$ cat src/rtl/scc_pkg.sv
// Package for the sensor frame CRC checker: frame constants, status codes, CRC step.
`default_nettype none

package scc_pkg;

    localparam logic [15:0] CRC_INIT  = 16'hFFFF;
    localparam logic [15:0] CRC_POLY  = 16'hA001;
    localparam logic [7:0]  HDR_FUNC  = 8'h03;
    localparam logic [7:0]  HDR_COUNT = 8'h04;
    localparam int unsigned SIGN_BIT  = 15;
    localparam logic [14:0] MAG_MASK  = 15'h7FFF;

    // Byte positions within one reply frame
    localparam logic [2:0] POS_FUNC     = 3'd0;
    localparam logic [2:0] POS_COUNT    = 3'd1;
    localparam logic [2:0] POS_HUM_HI   = 3'd2;
    localparam logic [2:0] POS_HUM_LO   = 3'd3;
    localparam logic [2:0] POS_TEMP_HI  = 3'd4;
    localparam logic [2:0] POS_TEMP_LO  = 3'd5;
    localparam logic [2:0] POS_CRC_LO   = 3'd6;
    localparam logic [2:0] POS_CRC_HI   = 3'd7;

    typedef enum logic [1:0] {
        STATUS_OK     = 2'd0,
        STATUS_HEADER = 2'd1,
        STATUS_CRC    = 2'd2
    } frame_status_t;

    typedef struct packed {
        frame_status_t      status;
        logic [15:0]        humidity;
        logic signed [15:0] temperature;
    } result_t;

    // One byte of CRC-16/MODBUS, reflected, eight shift steps unrolled
    function automatic logic [15:0] crc_byte(input logic [15:0] crc_in, input logic [7:0] data);
        logic [15:0] crc;
        crc = crc_in ^ {8'h00, data};
        for (int k = 0; k < 8; k++) begin
            if (crc[0]) begin
                crc = (crc >> 1) ^ CRC_POLY;
            end else begin
                crc = crc >> 1;
            end
        end
        return crc;
    endfunction

endpackage

`default_nettype wire

$ cat src/rtl/sensor_frame_crc_check.sv
// Sensor reply frame checker: the top level and its whole datapath.
//
// Usage: reply bytes enter on the input channel (rx_byte, frame_start) under
// in_valid / in_stall; each accepted word is one byte of an 8-byte reply.
// frame_start marks byte 0 and drops any partial frame. On byte 7 one result
// word (frame_status, humidity_tenths, temperature_tenths) is presented on the
// output channel under out_valid / out_stall; other bytes give no result.
// The byte-7 result is registered in the result register, or in the skid
// register under a stall. Throughput: one byte per cycle while in_stall is
// low; the CRC step is combinational, between state and result registers.
// A full result register plus a one-word skid register let input keep
// flowing while the receiver stalls; in_stall rises only when the skid
// register is occupied, and falls once the receiver takes a word.
// Error results carry zero humidity and temperature; a header mismatch wins
// over a CRC mismatch.
// Reset: position returns to byte 0, the CRC to 0xFFFF, both output words
// are emptied. Frames run back to back without frame_start.
`default_nettype none

module sensor_frame_crc_check
    import scc_pkg::*;
(
    input  wire logic               clk,
    input  wire logic               rst_n,
    input  wire logic               in_valid,
    output logic                    in_stall,
    input  wire logic [7:0]         rx_byte,
    input  wire logic               frame_start,
    output logic                    out_valid,
    input  wire logic               out_stall,
    output logic [1:0]              frame_status,
    output logic [15:0]             humidity_tenths,
    output logic signed [15:0]      temperature_tenths
);

    logic [2:0]  pos_reg,     pos_next;
    logic [15:0] crc_reg,     crc_next;
    logic        hdr_bad_reg, hdr_bad_next;
    logic [15:0] hum_reg,     hum_next;
    logic [15:0] temp_reg,    temp_next;
    logic [7:0]  crc_lo_reg,  crc_lo_next;

    logic        out_valid_reg, out_valid_next;
    logic        skid_valid_reg, skid_valid_next;
    result_t     out_word_reg, out_word_next;
    result_t     skid_word_reg, skid_word_next;

    logic        accept;
    logic        res_valid;
    result_t     res_word;
    logic [2:0]  pos_eff;
    logic [15:0] crc_eff;
    logic        hdr_bad_eff;
    logic [15:0] crc_rx;
    logic [14:0] mag;

    assign accept = in_valid && !in_stall;
    assign in_stall = skid_valid_reg;

    // frame_start restarts the frame before the byte is taken
    assign pos_eff     = frame_start ? POS_FUNC : pos_reg;
    assign crc_eff     = frame_start ? CRC_INIT : crc_reg;
    assign hdr_bad_eff = frame_start ? 1'b0 : hdr_bad_reg;
    assign crc_rx      = {rx_byte, crc_lo_reg};
    assign mag         = temp_reg[14:0] & MAG_MASK;

    // Frame state update and result formation
    always_comb
    begin
        pos_next     = pos_reg;
        crc_next     = crc_reg;
        hdr_bad_next = hdr_bad_reg;
        hum_next     = hum_reg;
        temp_next    = temp_reg;
        crc_lo_next  = crc_lo_reg;
        res_valid    = 1'b0;
        res_word     = '0;

        if (accept) begin
            pos_next     = pos_eff + 3'd1;
            crc_next     = crc_eff;
            hdr_bad_next = hdr_bad_eff;
            if (pos_eff < POS_CRC_LO) begin
                crc_next = crc_byte(crc_eff, rx_byte);
            end
            case (pos_eff)
                POS_FUNC:    if (rx_byte != HDR_FUNC) hdr_bad_next = 1'b1;
                POS_COUNT:   if (rx_byte != HDR_COUNT) hdr_bad_next = 1'b1;
                POS_HUM_HI:  hum_next = {rx_byte, hum_reg[7:0]};
                POS_HUM_LO:  hum_next = {hum_reg[15:8], rx_byte};
                POS_TEMP_HI: temp_next = {rx_byte, temp_reg[7:0]};
                POS_TEMP_LO: temp_next = {temp_reg[15:8], rx_byte};
                POS_CRC_LO:  crc_lo_next = rx_byte;
                POS_CRC_HI:
                begin
                    res_valid = 1'b1;
                    if (hdr_bad_eff) begin
                        res_word.status = STATUS_HEADER;
                    end else if (crc_rx != crc_eff) begin
                        res_word.status = STATUS_CRC;
                    end else begin
                        res_word.status   = STATUS_OK;
                        res_word.humidity = hum_reg;
                        if (temp_reg[SIGN_BIT]) begin
                            res_word.temperature = 16'sd0 - $signed({1'b0, mag});
                        end else begin
                            res_word.temperature = $signed({1'b0, mag});
                        end
                    end
                    crc_next     = CRC_INIT;
                    hdr_bad_next = 1'b0;
                end
                default: ;
            endcase
        end
    end

    // Output register with one-word skid
    always_comb
    begin
        out_valid_next  = out_valid_reg;
        skid_valid_next = skid_valid_reg;
        out_word_next   = out_word_reg;
        skid_word_next  = skid_word_reg;
        if (!out_valid_reg || !out_stall) begin
            if (skid_valid_reg) begin
                out_word_next   = skid_word_reg;
                out_valid_next  = 1'b1;
                skid_valid_next = 1'b0;
            end else begin
                out_word_next  = res_word;
                out_valid_next = res_valid;
            end
        end else if (res_valid) begin
            skid_word_next  = res_word;
            skid_valid_next = 1'b1;
        end
    end

    // Control and frame state registers
    always_ff @(posedge clk or negedge rst_n)
    begin
        if (!rst_n) begin
            pos_reg        <= POS_FUNC;
            crc_reg        <= CRC_INIT;
            hdr_bad_reg    <= 1'b0;
            hum_reg        <= '0;
            temp_reg       <= '0;
            crc_lo_reg     <= '0;
            out_valid_reg  <= 1'b0;
            skid_valid_reg <= 1'b0;
        end else begin
            pos_reg        <= pos_next;
            crc_reg        <= crc_next;
            hdr_bad_reg    <= hdr_bad_next;
            hum_reg        <= hum_next;
            temp_reg       <= temp_next;
            crc_lo_reg     <= crc_lo_next;
            out_valid_reg  <= out_valid_next;
            skid_valid_reg <= skid_valid_next;
        end
    end

    // Result payload registers
    always_ff @(posedge clk)
    begin
        out_word_reg  <= out_word_next;
        skid_word_reg <= skid_word_next;
    end

    assign out_valid          = out_valid_reg;
    assign frame_status       = out_word_reg.status;
    assign humidity_tenths    = out_word_reg.humidity;
    assign temperature_tenths = out_word_reg.temperature;

endmodule

`default_nettype wire

$ cat config.mk
export PLATFORM = sky130hd
export DESIGN_NAME = sensor_frame_crc_check
export DESIGN_NICKNAME = d
export VERILOG_FILES = /design/src/rtl/scc_pkg.sv /design/src/rtl/sensor_frame_crc_check.sv
export SDC_FILE = /design/constraint.sdc
export NUM_CORES = 1
export LEC_CHECK = 0
export BUFFER_PORTS_ARGS = -buffer_cell sky130_fd_sc_hd__buf_2
export CORE_ASPECT_RATIO = 1.5
export CORE_UTILIZATION = 40
export DETAILED_ROUTE_END_ITERATION = 16
export MAX_ROUTING_LAYER = met4
export PLACE_DENSITY = 0.6
export SLEW_MARGIN = 15
export SYNTH_ARGS = -nofsm -noshare
export SYNTH_HDL_FRONTEND = slang
export SYNTH_SLANG_ARGS = --single-unit
$ cat constraint.sdc
create_clock -name clk -period 7.9 [get_ports clk]
set_input_delay 1.58 -clock clk [delete_from_list [all_inputs] [get_ports clk]]
set_output_delay 1.58 -clock clk [all_outputs]
set_load 0.02 [all_outputs]
* Word level (Yosys, flattened, before mapping)
Cells that the tools add are included.
** Storage, ports and cells
- Bits in read-only memories :: 0
- Memories kept :: 0
- Bits in writable memories :: 0
- Logic and storage cells :: 101
- Bits in latches :: 0
- Bits in registers :: 130
- Output and inout port bits :: 36
- Bits of input ports :: 13
** Operators by class
- Add/sub/neg operators :: 2
- Muxes and demuxes :: 45
- Divide/modulo/power cells :: 0
- Bitwise logic cells :: 14
- Reduce and logical (&&, ||, !) cells :: 13
- Equal/unequal tests :: 10
- Magnitude comparators :: 1
- Shift operators :: 0
- $mul :: 0
** Operators with widths (count)
- $mux W16 :: 26
- $mux W34 :: 3
- $mux W32 :: 2
- $pmux W16 S2 :: 2
- $not A2 Y3 :: 8
- $ne A16 B16 Y1 :: 1
- $sub A1 B15 Y16 const A :: 1
- $xor A16 B8 Y16 :: 1
- $eq A3 B3 Y1 const B :: 4
- $reduce_and A3 Y1 :: 4
- $mux W1 :: 8
- $ne A8 B2 Y1 const B :: 1
- $ne A8 B3 Y1 const B :: 1
- $eq A3 B2 Y1 const B :: 2
- $not A1 Y1 :: 5
- $mux W2 :: 2
- $reduce_and A2 Y1 :: 2
- $add A3 B1 Y3 const B :: 1
- $eq A3 B1 Y1 const B :: 1
- $logic_not A1 Y1 :: 3
- $logic_not A3 Y1 :: 1
- $lt A3 B3 Y1 const B :: 1
- $mux W3 :: 1
- $pmux W1 S3 :: 1
- 3 further kinds :: 3

* Longest topological paths before layout
Gate-level depths: netlist (run 1).
- Depth after elaboration :: 34
- Mapped depth :: 12
- Gate-level depth less buffers :: 8

* Worst setup path after synthesis (run 1)
Ideal clock, no wire load.
- Path type :: input-to-reg
- Start :: in frame_start
- End :: reg skid_word_reg[0] in the netlist's numbering, enable pin
- Library setup time :: 425 ps
- Data arrival time :: 4488 ps
- Path buffers :: 4
- Setup slack :: 2987 ps
- Required time :: 7475 ps
- Stages :: 10
- Path through :: buf_2 > buf_2 > buf_2 > nand2b_1 > inv_1 > ha_1 > ha_1 > clkbuf_1 > nand2_1 > nor2_1
** On the way
- Word-level cells in the longest chain between the ends :: 5
** Ends and longest elaborated chain
- start: declaration :: line sensor_frame_crc_check.sv:28 : input wire logic frame_start,
- $mux W3 :: line sensor_frame_crc_check.sv:61 : assign pos_eff = frame_start ? POS_FUNC : pos_reg;
- $eq A3 B3 Y1 :: line sensor_frame_crc_check.sv:86 : case (pos_eff)
- $mux W1 :: line sensor_frame_crc_check.sv:86
- $mux W1 :: line sensor_frame_crc_check.sv:79 : if (accept) begin
- $reduce_and A2 Y1 (no line)
- end signal: assignment :: line sensor_frame_crc_check.sv:168 : skid_word_reg <= skid_word_next;
- end: declaration :: line sensor_frame_crc_check.sv:46 : result_t skid_word_reg, skid_word_next;
Every way passes these cells.
A chain may end at the register's enable or synchronous reset.

* Final worst setup path (run 1)
- Start :: in frame_start
- End :: reg out_word_reg, in the netlist humidity_tenths[1], data pin
** On the way
- Word-level cells in the longest chain between the ends :: 7
- Elaborated cells on any way between the ends :: 10
- Classes of those cells :: eq/ne: 2; mux: 8
** Ends and longest elaborated chain
- $mux W16 :: line sensor_frame_crc_check.sv:62 : assign crc_eff = frame_start ? CRC_INIT : crc_reg;
- $ne A16 B16 Y1 :: line sensor_frame_crc_check.sv:99 : end else if (crc_rx != crc_eff) begin
- $mux W32 :: line sensor_frame_crc_check.sv:99
- $mux W32 :: line sensor_frame_crc_check.sv:97 : if (hdr_bad_eff) begin
- $mux W34 * :: line sensor_frame_crc_check.sv:86
- $mux W34 * :: line sensor_frame_crc_check.sv:79
- $mux W34 * :: line sensor_frame_crc_check.sv:126 : if (skid_valid_reg) begin
- end signal: assignment :: line sensor_frame_crc_check.sv:167 : out_word_reg <= out_word_next;
- end: declaration :: line sensor_frame_crc_check.sv:45 : result_t out_word_reg, out_word_next;
Mark *: on every way between the ends. The rest lies on a longest branch, timed or not.

==> reports/qor.csv, run 1 <==
metric;value;unit
element type at the critical path end;flop;
#FFs+latches synth;130;
Setup violations, final;0;
io pins;49;
most frequent cells in the layout;edfxtp_1 (68), nand2_1 (51), buf_2 (48);
Netlist cell types;50;
Worst Setup SP;frame_start;
worst hold margin;482.8;ps
asr flop ratio synth;47.69;%
max layer used;met4;
clk_lat worst skew;410;ps
drt via density;5.304;
Metal-1 WL;5931;um
final wirelength;13440;um
Worst Tran Pin Value;824.5;ps
area grow syn2layout;15.93;%
reg2reg path depth;8;
worst min-delay path category;reg2reg;
Core Footprint;15770;um2
Hold-fix buffers, CTS;0;
startpoint types;primary input;
CP max stage delay;470;ps
fin crit period;4104;ps
total die area;16720;um2
Tot GR Track Use;17.71;%
leakage power;3.018;nW
Setup crit end;humidity_tenths[1]$_DFFE_PN_;
post-place instance area;6855;um2
clock skew;13.96;ps
Final #Nets;588;
NetSw;0.0005717;W
Flop pwr share;42.9;%
syn_nets;554;
setup TNS;0;ps
syn_area_per_cell;12.13;um2
wire length on met2;6971;um
CP Data Required Time;8060;ps
max cap viols;0;
CTS tree;built;
sequential fraction of the synthesis area;55.77;%
dpl hpwl;8752;um
GR Overflow Total;0;
drt drc;0;
post-CTS resize count;0;
CP max FO;36;
initial antenna violation count;0;
Final Max Slew Viols;0;
max reg flops;34;
Num CTS Buffers;17;
RR Startpoint;pos_reg[1]$_DFFE_PN0P_;
vias in the first global route;4272;
most common cell after layout, fill and taps aside;edfxtp_1;
RSZ-0062 raised after global routing;no;
kind of critical path;in2reg;
IR drop worst, VDD;181.0;uV
Clk Tree Root Cell;clkbuf_16;
Buffers on Ports;48;
cell count of the worst hold path;2;
Worst path slowest cell;buf_2;
max frequency;243.7;MHz
Combinational Power Share;16.7;%
largest net degree at the start of global routing;63;
Antenna Cells;0;
FF-to-FF End;humidity_tenths[1]$_DFFE_PN_;
CP arrival;4260;ps
switch share;26.65;%
number of synthesized flops with an enable pin;68;
Placer Congestion;0.8604;
Vias;4158;
clock share of power;40.4;%
PwrDens;285.6;nW/um2
Die Height;157.9;um
Routed Antenna Nets;0;
CTS HTree Levels;4;
Starting Density;41.10;%
worst reg2reg setup slack;5070;ps
clk sinks;130;
layout cells sized above 1;29.60;%
postcts setup bufs;0;
clock tree buffer depth;2;
cell area after layout;7511;um2
Initial DRC Count;151;
metal3 WL;310;um
Synth Instances;534;
worst-path cell chain;buf_2 -> nand2b_1 -> inv_1 -> ha_1 -> ha_1 -> nand3_1 -> buf_4 -> nor3_2 -> buf_4 -> a21bo_2;
Post-synth top flop;edfxtp_1;
status;finished clean;
TritonRoute pass-1 iters;4;
first-pass GRT wire length;21800;um
routed wire length per instance;17.14;um
Int Pwr;0.001573;W
post-synthesis cell area;6479;um2
final hold vios;0;
Slew HR;45.04;%
Clock Pin Slew Worst Setup and Hold Paths;60;ps
Warnings, synthesis;0;
Horiz. Die Dim;105.9;um
row count;56;
Final Cycle Share;51.95;%
[cells in the mapped netlist (all sizes together) (16+ instances only)]
cell / n / area share, %
clkbuf: 26 / 1.5
nor2: 30 / 1.7
xor2: 18 / 2.4
and2: 18 / 1.7
nand2: 51 / 3.0
o22a: 27 / 3.7
nor3: 19 / 1.5
xnor2: 29 / 3.9
dfrtp: 46 / 18
edfxtp: 68 / 32
dfstp: 16 / 6.5
mux2: 40 / 7.0
o31ai: 18 / 3.2
[critical path: cells and delay by family]
kind | cells | cell delay [ps]
AO/OA/AOI/OAI | 1 | 250
adder cells (fa/ha/maj) | 2 | 690
AND/OR/NAND/NOR | 3 | 510
buffers and inverters | 4 | 1210
[final cells by class]
class / count / area [um2]
Fill cell: 1424 / 8254
Sequential cell: 130 / 3613
Multi-Input combinational cell: 357 / 2665
Clock buffer: 17 / 425.4
Timing Repair Buffer: 56 / 300.3
Tap cell: 203 / 254.0
Clock inverter: 15 / 230.2
Inverter: 6 / 22.52
[through the flow]
step	cells	worst slack, ps	power [W]	util [%]
global placement	752	3459	0.001276	43.48
finish	784	3796	0.002145	47.64
detailed placement	752	3360	0.001291	43.48
global route	784	3538	0.002240	47.64
floorplan	534	2987	0.001200	-
CTS	784	3794	0.002163	47.64
[logic make-up after synthesis]
| family | Yosys count | share of synthesized area, % |
|---|---|---|
| compound gates | 104 | 13.25 |
| xor+xnor | 50 | 7.416 |
| fa+ha+maj | 7 | 1.352 |
| buf+inv | 47 | 3.128 |
| flops | 130 | 55.77 |
| mux | 41 | 7.107 |
| simple gates | 155 | 11.97 |
[metal layers]
layer  vias to the layer above  track usage, %
li1                       2009               -
met4                         0           6.878
met5                         -               -
met1                      2074           20.67
met2                        59           30.03
met3                        16           3.582
[worst min-delay path by stage]
stage | end | slack [ps] | start
floorplan | pos_reg[1]$_DFFE_PN0P_ | 440 | pos_reg[1]$_DFFE_PN0P_
finish | pos_reg[1]$_DFFE_PN0P_ | 480 | pos_reg[1]$_DFFE_PN0P_
detailed placement | pos_reg[1]$_DFFE_PN0P_ | 470 | pos_reg[1]$_DFFE_PN0P_
global route | pos_reg[1]$_DFFE_PN0P_ | 500 | pos_reg[1]$_DFFE_PN0P_
global placement | pos_reg[1]$_DFFE_PN0P_ | 460 | pos_reg[1]$_DFFE_PN0P_
CTS | pos_reg[1]$_DFFE_PN0P_ | 490 | pos_reg[1]$_DFFE_PN0P_
[power by group through the flow]
stage	Combinational, W	Clock, W	Sequential [W]
2_1_floorplan	0.000315	0	0.000886
3_3_place_gp	0.000351	0	0.000926
3_5_place_dp	0.000359	0	0.000932
4_1_cts	0.000361	0.000882	0.000920
5_1_grt	0.000396	0.000905	0.000938
6_report	0.000358	0.000868	0.000920
(Power assumes the default switching activity.)
==> run 2: changes to the inputs <==
ABC_AREA = 1   (was default)
clock period = 3.85 ns   (was 7.9 ns; I/O delays follow)
==> run 2 against run 1 <==
Compared with the run above:
- flip-flop and latch count is the same
- design area shrank 0.27%
- total power grew 90%
- via count grew 23%
- clock skew shrank 5.6 ps
- critical endpoint is now humidity_tenths[9]$_DFFE_PN_
- cell count grew 28%
- synthesized cell count grew 37%
- hold slack lost 31 ps
- first-iteration DRC count grew 97%
- critical path type unchanged
==> reports/qor.csv, run 2 <==
metric;value;unit;change
io pins;49;;unchanged
wire length on met2;7389;um;was 6971 um
setup slack at placement;731.0;ps;was 3360 ps
max cap viols;0;;unchanged
sequential fraction of the synthesis area;55.84;%;was 55.77%
IR drop worst, VDD;301.2;uV;was 181.0 uV
clk_lat worst skew;420;ps;was 410 ps
Netlist cell types;32;;was 50
vias in the first global route;4956;;was 4272
Tot GR Track Use;19.17;%;was 17.71%
Warnings, synthesis;0;;unchanged
Layout fillers;1527;;was 1424
Int Pwr;0.002795;W;was 0.001573 W
asr flop ratio synth;47.69;%;unchanged
Clock Pin Slew Worst Setup and Hold Paths;60;ps;about the same
post-CTS resize count;0;;unchanged
metal3 WL;537;um;was 310 um
cell taking the most area after synthesis;edfxtp_1;;unchanged
final wirelength;14400;um;was 13440 um
GR Overflow Total;0;;unchanged
layout cells sized above 1;15.50;%;was 29.60%
RSZ-0062 raised after global routing;no;;unchanged
Core Footprint;15700;um2;was 15770 um2
clock share of power;37.6;%;was 40.4%
final hold vios;0;;unchanged
syn_nets;754;;was 554
FF-to-FF End;temp_reg[13]$_DFFE_PN0P_;;was humidity_tenths[1]$_DFFE_PN_
CP Data Required Time;4110;ps;was 8060 ps
drt via density;5.090;;was 5.304
status;finished clean;;unchanged
worst reg2reg setup slack;1420;ps;was 5070 ps
final worst setup slack;1138;ps;was 3796 ps
worst hold margin;451.4;ps;was 482.8 ps
number of synthesized flops with an enable pin;68;;unchanged
max layer used;met4;;unchanged
most common cell after layout, fill and taps aside;nand2_1;;was edfxtp_1
Routed Antenna Nets;0;;unchanged
CP arrival;2980;ps;was 4260 ps
worst-path cell chain;buf_2 -> nor2_1 -> ha_1 -> ha_1 -> inv_1 -> nor2_1 -> inv_1 -> nor2_2 -> buf_4 -> nand3_1 -> a21oi_1;;was buf_2 -> nand2b_1 -> inv_1 -> ha_1 -> ha_1 -> nand3_1 -> buf_4 -> nor3_2 -> buf_4 -> a21bo_2
PwrDens;543.2;nW/um2;was 285.6 nW/um2
post-synthesis cell area;6471;um2;was 6479 um2
leakage power;3.649;nW;was 3.018 nW
routed wire length per instance;14.35;um;was 17.14 um
cell with the most instances after synthesis;nand2_1;;was edfxtp_1
post-synth top area share;31.55;%;was 31.52%
largest net degree at the start of global routing;61;;was 63
Num CTS Buffers;17;;unchanged
Final #Nets;807;;was 588
Combinational Power Share;17.4;%;was 16.7%
CTS tree;built;;unchanged
CTS HTree Levels;4;;unchanged
most frequent cells in the layout;nand2_1 (168), inv_1 (93), nor2_1 (84);;was edfxtp_1 (68), nand2_1 (51), buf_2 (48)
post-place instance area;6923;um2;was 6855 um2
Buffers on Ports;48;;unchanged
clock tree buffer depth;2;;unchanged
Placer Congestion;0.9387;;was 0.8604
most common library cells after synthesis;nand2_1 (168), inv_1 (93), nor2_1 (86), edfxtp_1 (68), o21ai_0 (59);;was edfxtp_1 (68), nand2_1 (51), dfrtp_1 (46), mux2_2 (40), nor2_1 (30)
Synth Instances;734;;was 534
Die Height;157.8;um;was 157.9 um
Worst path slowest cell;buf_4;;was buf_2
Worst Tran Pin Value;811.3;ps;was 824.5 ps
Antenna Cells;0;;unchanged
Synth area leaders;edfxtp_1 (32%), dfrtp_1 (18%), nand2_1 (9.7%);;was edfxtp_1 (32%), dfrtp_1 (18%), mux2_2 (7.0%)
CP max FO;31;;was 36
total die area;16700;um2;was 16720 um2
CP max stage delay;360;ps;was 470 ps
Starting Density;41.23;%;was 41.10%
Horiz. Die Dim;105.9;um;about the same
Overall Power;0.004069;W;was 0.002145 W
Vias;5105;;was 4158
Metal-1 WL;6274;um;was 5931 um
fin crit period;2712;ps;
clk sinks;130;;unchanged
row count;56;;unchanged
kind of critical path;in2reg;;unchanged
Setup violations, final;0;;unchanged
first-pass GRT wire length;24230;um;was 21800 um
reg2reg path depth;5;;was 8
max frequency;368.8;MHz;
area grow syn2layout;15.76;%;was 15.93%
postcts setup bufs;0;;unchanged
Initial DRC Count;297;;was 151
dpl hpwl;10100;um;was 8752 um
Slew HR;45.91;%;was 45.04%
Final Max Slew Viols;0;;unchanged
max reg flops;34;;unchanged
syn_area_per_cell;8.816;um2;was 12.13 um2
Hold-fix buffers, CTS;0;;unchanged
drt drc;0;;unchanged
switch share;31.32;%;was 26.65%
NetSw;0.001274;W;was 0.0005717 W
cell area after layout;7491;um2;was 7511 um2
clock skew;8.385;ps;was 13.96 ps
TritonRoute pass-1 iters;5;;was 4
Flop pwr share;44.9;%;was 42.9%
worst min-delay path category;in2async;;was reg2reg
startpoint types;primary input;;unchanged
#FFs+latches synth;130;;unchanged
RR Startpoint;in_stall$_DFFE_PN0P_;;was pos_reg[1]$_DFFE_PN0P_
initial antenna violation count;0;;unchanged
Clk Tree Root Cell;clkbuf_16;;unchanged
setup TNS;0;ps;unchanged
element type at the critical path end;flop;;unchanged
Final Cycle Share;70.44;%;
Post-synth top flop;edfxtp_1;;unchanged
-- run 2: cell count changes in the layout (fill, tap and decap cells not counted), sizes merged, moves of 29 or more --
| cell | delta |
|---|---|
| nand2 | +117 |
| o21ai | +47 |
| inv | +91 |
| nor2 | +58 |
| nand3 | +44 |
| xnor2 | -29 |
| mux2 | -40 |
-- run 2: routing by layer --
layer / track usage [%] / up-vias
met5: - / -
met4: 6.085 / 0
met3: 3.499 / 19
met2: 33.36 / 144
met1: 22.44 / 2424
li1: - / 2518
-- run 2: stage by stage --
| step | util [%] | cells |
|---|---|---|
| 3_3_place_gp | 44.11 | 971 |
| 6_report | 47.73 | 1003 |
| 5_1_grt | 47.73 | 1003 |
| 4_1_cts | 47.73 | 1003 |
| 3_5_place_dp | 44.11 | 971 |
| 2_1_floorplan | - | 734 |
-- run 2: worst max-delay path, delay by kind of cell --
| family | cells | cell delay [ps] |
|---|---|---|
| buffers and inverters | 4 | 830 |
| AND/OR/NAND/NOR | 4 | 720 |
| adder cells (fa/ha/maj) | 2 | 440 |
| AO/OA/AOI/OAI | 1 | 170 |
-- run 2: area by class of cell --
cell class                 instances  area [um2]  area share [%]
clock buffer                      17       425.4           5.679
clock inverter                    15       142.6           1.904
inverter                          97       365.4           4.877
multi-input combinational        482        2367           31.60
sequential                       130        3613           48.24
tap                              203       254.0           3.391
timing repair buffer              59       322.8           4.309
-- run 2: power groups by stage --
stage	Sequential (W)	Clock (W)	Combinational, W
floorplan	0.00179	0	0.000570
global placement	0.00185	0	0.000696
detailed placement	0.00185	0	0.000704
CTS	0.00182	0.00157	0.000708
global route	0.00185	0.00163	0.000823
finish	0.00183	0.00153	0.000710
-- run 2: worst max-delay path by stage --
stage	startpoint	endpoint	slack, ps
final	frame_start	humidity_tenths[9]$_DFFE_PN_	1140
after global routing	frame_start	humidity_tenths[7]$_DFFE_PN_	910
after CTS	frame_start	humidity_tenths[9]$_DFFE_PN_	1160
after detailed placement	frame_start	humidity_tenths[9]$_DFFE_PN_	730
after global placement	frame_start	skid_word_reg[0]$_DFFE_PP_	810
after floorplan	frame_start	skid_word_reg[0]$_DFFE_PP_	200
-- run 2: cell families (layout without fill, tap and decap cells) --
kind of cell               Yosys count  count (layout)  share of synthesized area [%]
AOI/OAI and AO/OA                  120             120                          9.919
xor gates and xnor gates            20              20                          2.707
adders and majority gates            7               7                          1.353
buffers and inverters              122             188                          7.656
DFF                                130             130                          55.84
and+or+nand+nor                    335             335                          22.53
==> run 3: changes to the inputs <==
PLACE_DENSITY = 0.62   (was 0.6)
clock period = 2.32 ns   (was 3.85 ns; I/O delays follow)
==> run 3 against run 2 <==
Compared with the run above:
- design area is 6.8% higher
- flip-flop and latch count stayed put
- combinational power increased by 86%
- clock-buffer cell count did not move
- sequential power rose by 65%
- clock power grew 66%
==> reports/qor.csv, run 3 (synthesized netlist as in run 2, its figures left out) <==
metric;value;unit;change
status;finished clean;;unchanged
element type at the critical path end;flop;;unchanged
clock share of power;36.9;%;was 37.6%
io pins;49;;unchanged
drt drc;0;;unchanged
kind of critical path;reg2reg;;was in2reg
fin crit period;1988;ps;
Antenna Cells;0;;unchanged
CP Data Required Time;2570;ps;was 4110 ps
CP max FO;24;;was 31
max cap viols;0;;unchanged
Flop pwr share;43.9;%;was 44.9%
GR Overflow Total;0;;unchanged
Combinational Power Share;19.2;%;was 17.4%
Tot GR Track Use;19.46;%;was 19.17%
first-pass GRT wire length;24280;um;was 24230 um
RSZ-0062 raised after global routing;no;;unchanged
CTS HTree Levels;4;;unchanged
most common cell after layout, fill and taps aside;nand2_1;;unchanged
largest net degree at the start of global routing;63;;was 61
switch share;30.94;%;was 31.32%
Final Cycle Share;85.69;%;
Routed Antenna Nets;0;;unchanged
Int Pwr;0.004749;W;was 0.002795 W
Hold-fix buffers, CTS;0;;unchanged
startpoint types;flop;;was primary input
Vias;5192;;was 5105
final hold vios;0;;unchanged
area grow syn2layout;23.67;%;was 15.76%
NetSw;0.002128;W;was 0.001274 W
FF-to-FF End;temperature_tenths[9]$_DFFE_PN_;;was temp_reg[13]$_DFFE_PN0P_
TritonRoute pass-1 iters;5;;unchanged
CP arrival;2240;ps;was 2980 ps
IR drop worst, VDD;595.1;uV;was 301.2 uV
Placer Congestion;0.8640;;was 0.9387
row count;56;;unchanged
Die Height;157.8;um;unchanged
final wirelength;14800;um;was 14400 um
most frequent cells in the layout;nand2_1 (167), inv_1 (92), nor2_1 (81);;was nand2_1 (168), inv_1 (93), nor2_1 (84)
leakage power;3.927;nW;was 3.649 nW
Clock Pin Slew Worst Setup and Hold Paths;60;ps;about the same
Slew HR;61.19;%;was 45.91%
vias in the first global route;4921;;was 4956
setup slack at placement;-21.94;ps;was 731.0 ps
worst hold margin;28.87;ps;was 451.4 ps
layout cells sized above 1;21.66;%;was 15.50%
Horiz. Die Dim;105.9;um;unchanged
RR Startpoint;pos_reg[0]$_DFFE_PN0P_;;was in_stall$_DFFE_PN0P_
final worst setup slack;332.0;ps;was 1138 ps
clk_lat worst skew;420;ps;about the same
Core Footprint;15700;um2;unchanged
Final Max Slew Viols;0;;unchanged
Worst Tran Pin Value;582.2;ps;was 811.3 ps
post-CTS resize count;0;;unchanged
Worst Setup SP;pos_reg[0]$_DFFE_PN0P_;;was frame_start
Num CTS Buffers;17;;unchanged
routed wire length per instance;14.00;um;was 14.35 um
max reg flops;34;;unchanged
Setup violations, final;0;;unchanged
clock tree buffer depth;2;;unchanged
Starting Density;41.23;%;unchanged
dpl hpwl;10560;um;was 10100 um
Clk Tree Root Cell;clkbuf_16;;unchanged
max frequency;503.0;MHz;
PwrDens;859.4;nW/um2;was 543.2 nW/um2
total die area;16700;um2;unchanged
worst reg2reg setup slack;330;ps;was 1420 ps
Final #Nets;861;;was 807
CTS tree;built;;unchanged
clk sinks;130;;unchanged
worst min-delay path category;in2async;;unchanged
initial antenna violation count;0;;unchanged
Initial DRC Count;320;;was 297
Buffers on Ports;48;;unchanged
clock skew;8.446;ps;was 8.385 ps
drt via density;4.912;;was 5.090
postcts setup bufs;0;;unchanged
reg2reg path depth;11;;was 5
==> run 3: cell types whose count changed in the layout (fill, tap and decap cells not counted), moves of 2 or more <==
| cell | before | now |
|---|---|---|
| ha_1 | 7 | 5 |
| clkinv_4 | 3 | 1 |
| inv_8 | 4 | 6 |
| buf_12 | 0 | 6 |
| nor2_1 | 84 | 81 |
| nor2_4 | 0 | 4 |
| buf_4 | 11 | 59 |
| ha_2 | 0 | 2 |
==> run 3: cell type report <==
| type | count | area, um2 |
|---|---|---|
| multi-input combinational | 482 | 2402 |
| inverter | 97 | 365.4 |
| fill | 1540 | 7692 |
| sequential | 130 | 3613 |
| clock buffer | 17 | 425.4 |
| clock inverter | 15 | 138.9 |
| tap | 203 | 254.0 |
| timing repair buffer | 113 | 803.3 |
==> run 3: critical path, stage by stage, from the launching register on <==
cell and delay (ps):
dfrtp_1 340, inv_1 70, nor2_4 140, ha_2 200, ha_2 180, inv_1 60, nor2_2 130, inv_2 90
nor2_4 120, buf_12 190, nand3b_1 120, a21oi_1 170
==> run 3: power groups by stage <==
stage / registers, W / logic (W) / clock network (W)
finish: 0.00302 / 0.00132 / 0.00254
global route: 0.00305 / 0.00151 / 0.00270
CTS: 0.00301 / 0.00134 / 0.00260
detailed placement: 0.00305 / 0.00133 / 0
global placement: 0.00305 / 0.00131 / 0
floorplan: 0.00296 / 0.000952 / 0
==> run 3: per-layer routing <==
layer  wire length (um)  part of all wire (%)  vias to the layer above  global-route usage, %
met1               6189                    42                     2404                  22.28
met2               7728                    52                      132                  34.30
met3                608                   4.1                       23                  2.882
li1                   -                     -                     2633                      -
met4                275                   1.9                        0                  7.540
met5                  0                     0                        -                      -
==> run 3: stage by stage <==
step           area (um2)  std cells  util [%]  total power (W)  TNS, ps
3_5_place_dp         7438       1025     47.39         0.004383   -29.68
6_report             8003       1057     50.99         0.006877        0
3_3_place_gp         7438       1025     47.39         0.004363        0
5_1_grt              8003       1057     50.99         0.007270        0
2_1_floorplan        6504        734         -         0.003916        0
4_1_cts              8003       1057     50.99         0.006943        0
==> run 3: worst max path at each step <==
stage | slack [ps] | cells past startpoint | endpoint
5_1_grt | 100 | 9 | skid_word_reg[14]$_DFFE_PP_
4_1_cts | 320 | 11 | temperature_tenths[9]$_DFFE_PN_
3_3_place_gp | 30 | 12 | temperature_tenths[2]$_DFFE_PN_
2_1_floorplan | 4 | 8 | skid_word_reg[0]$_DFFE_PP_
3_5_place_dp | -20 | 12 | humidity_tenths[14]$_DFFE_PN_
6_report | 330 | 11 | temperature_tenths[9]$_DFFE_PN_
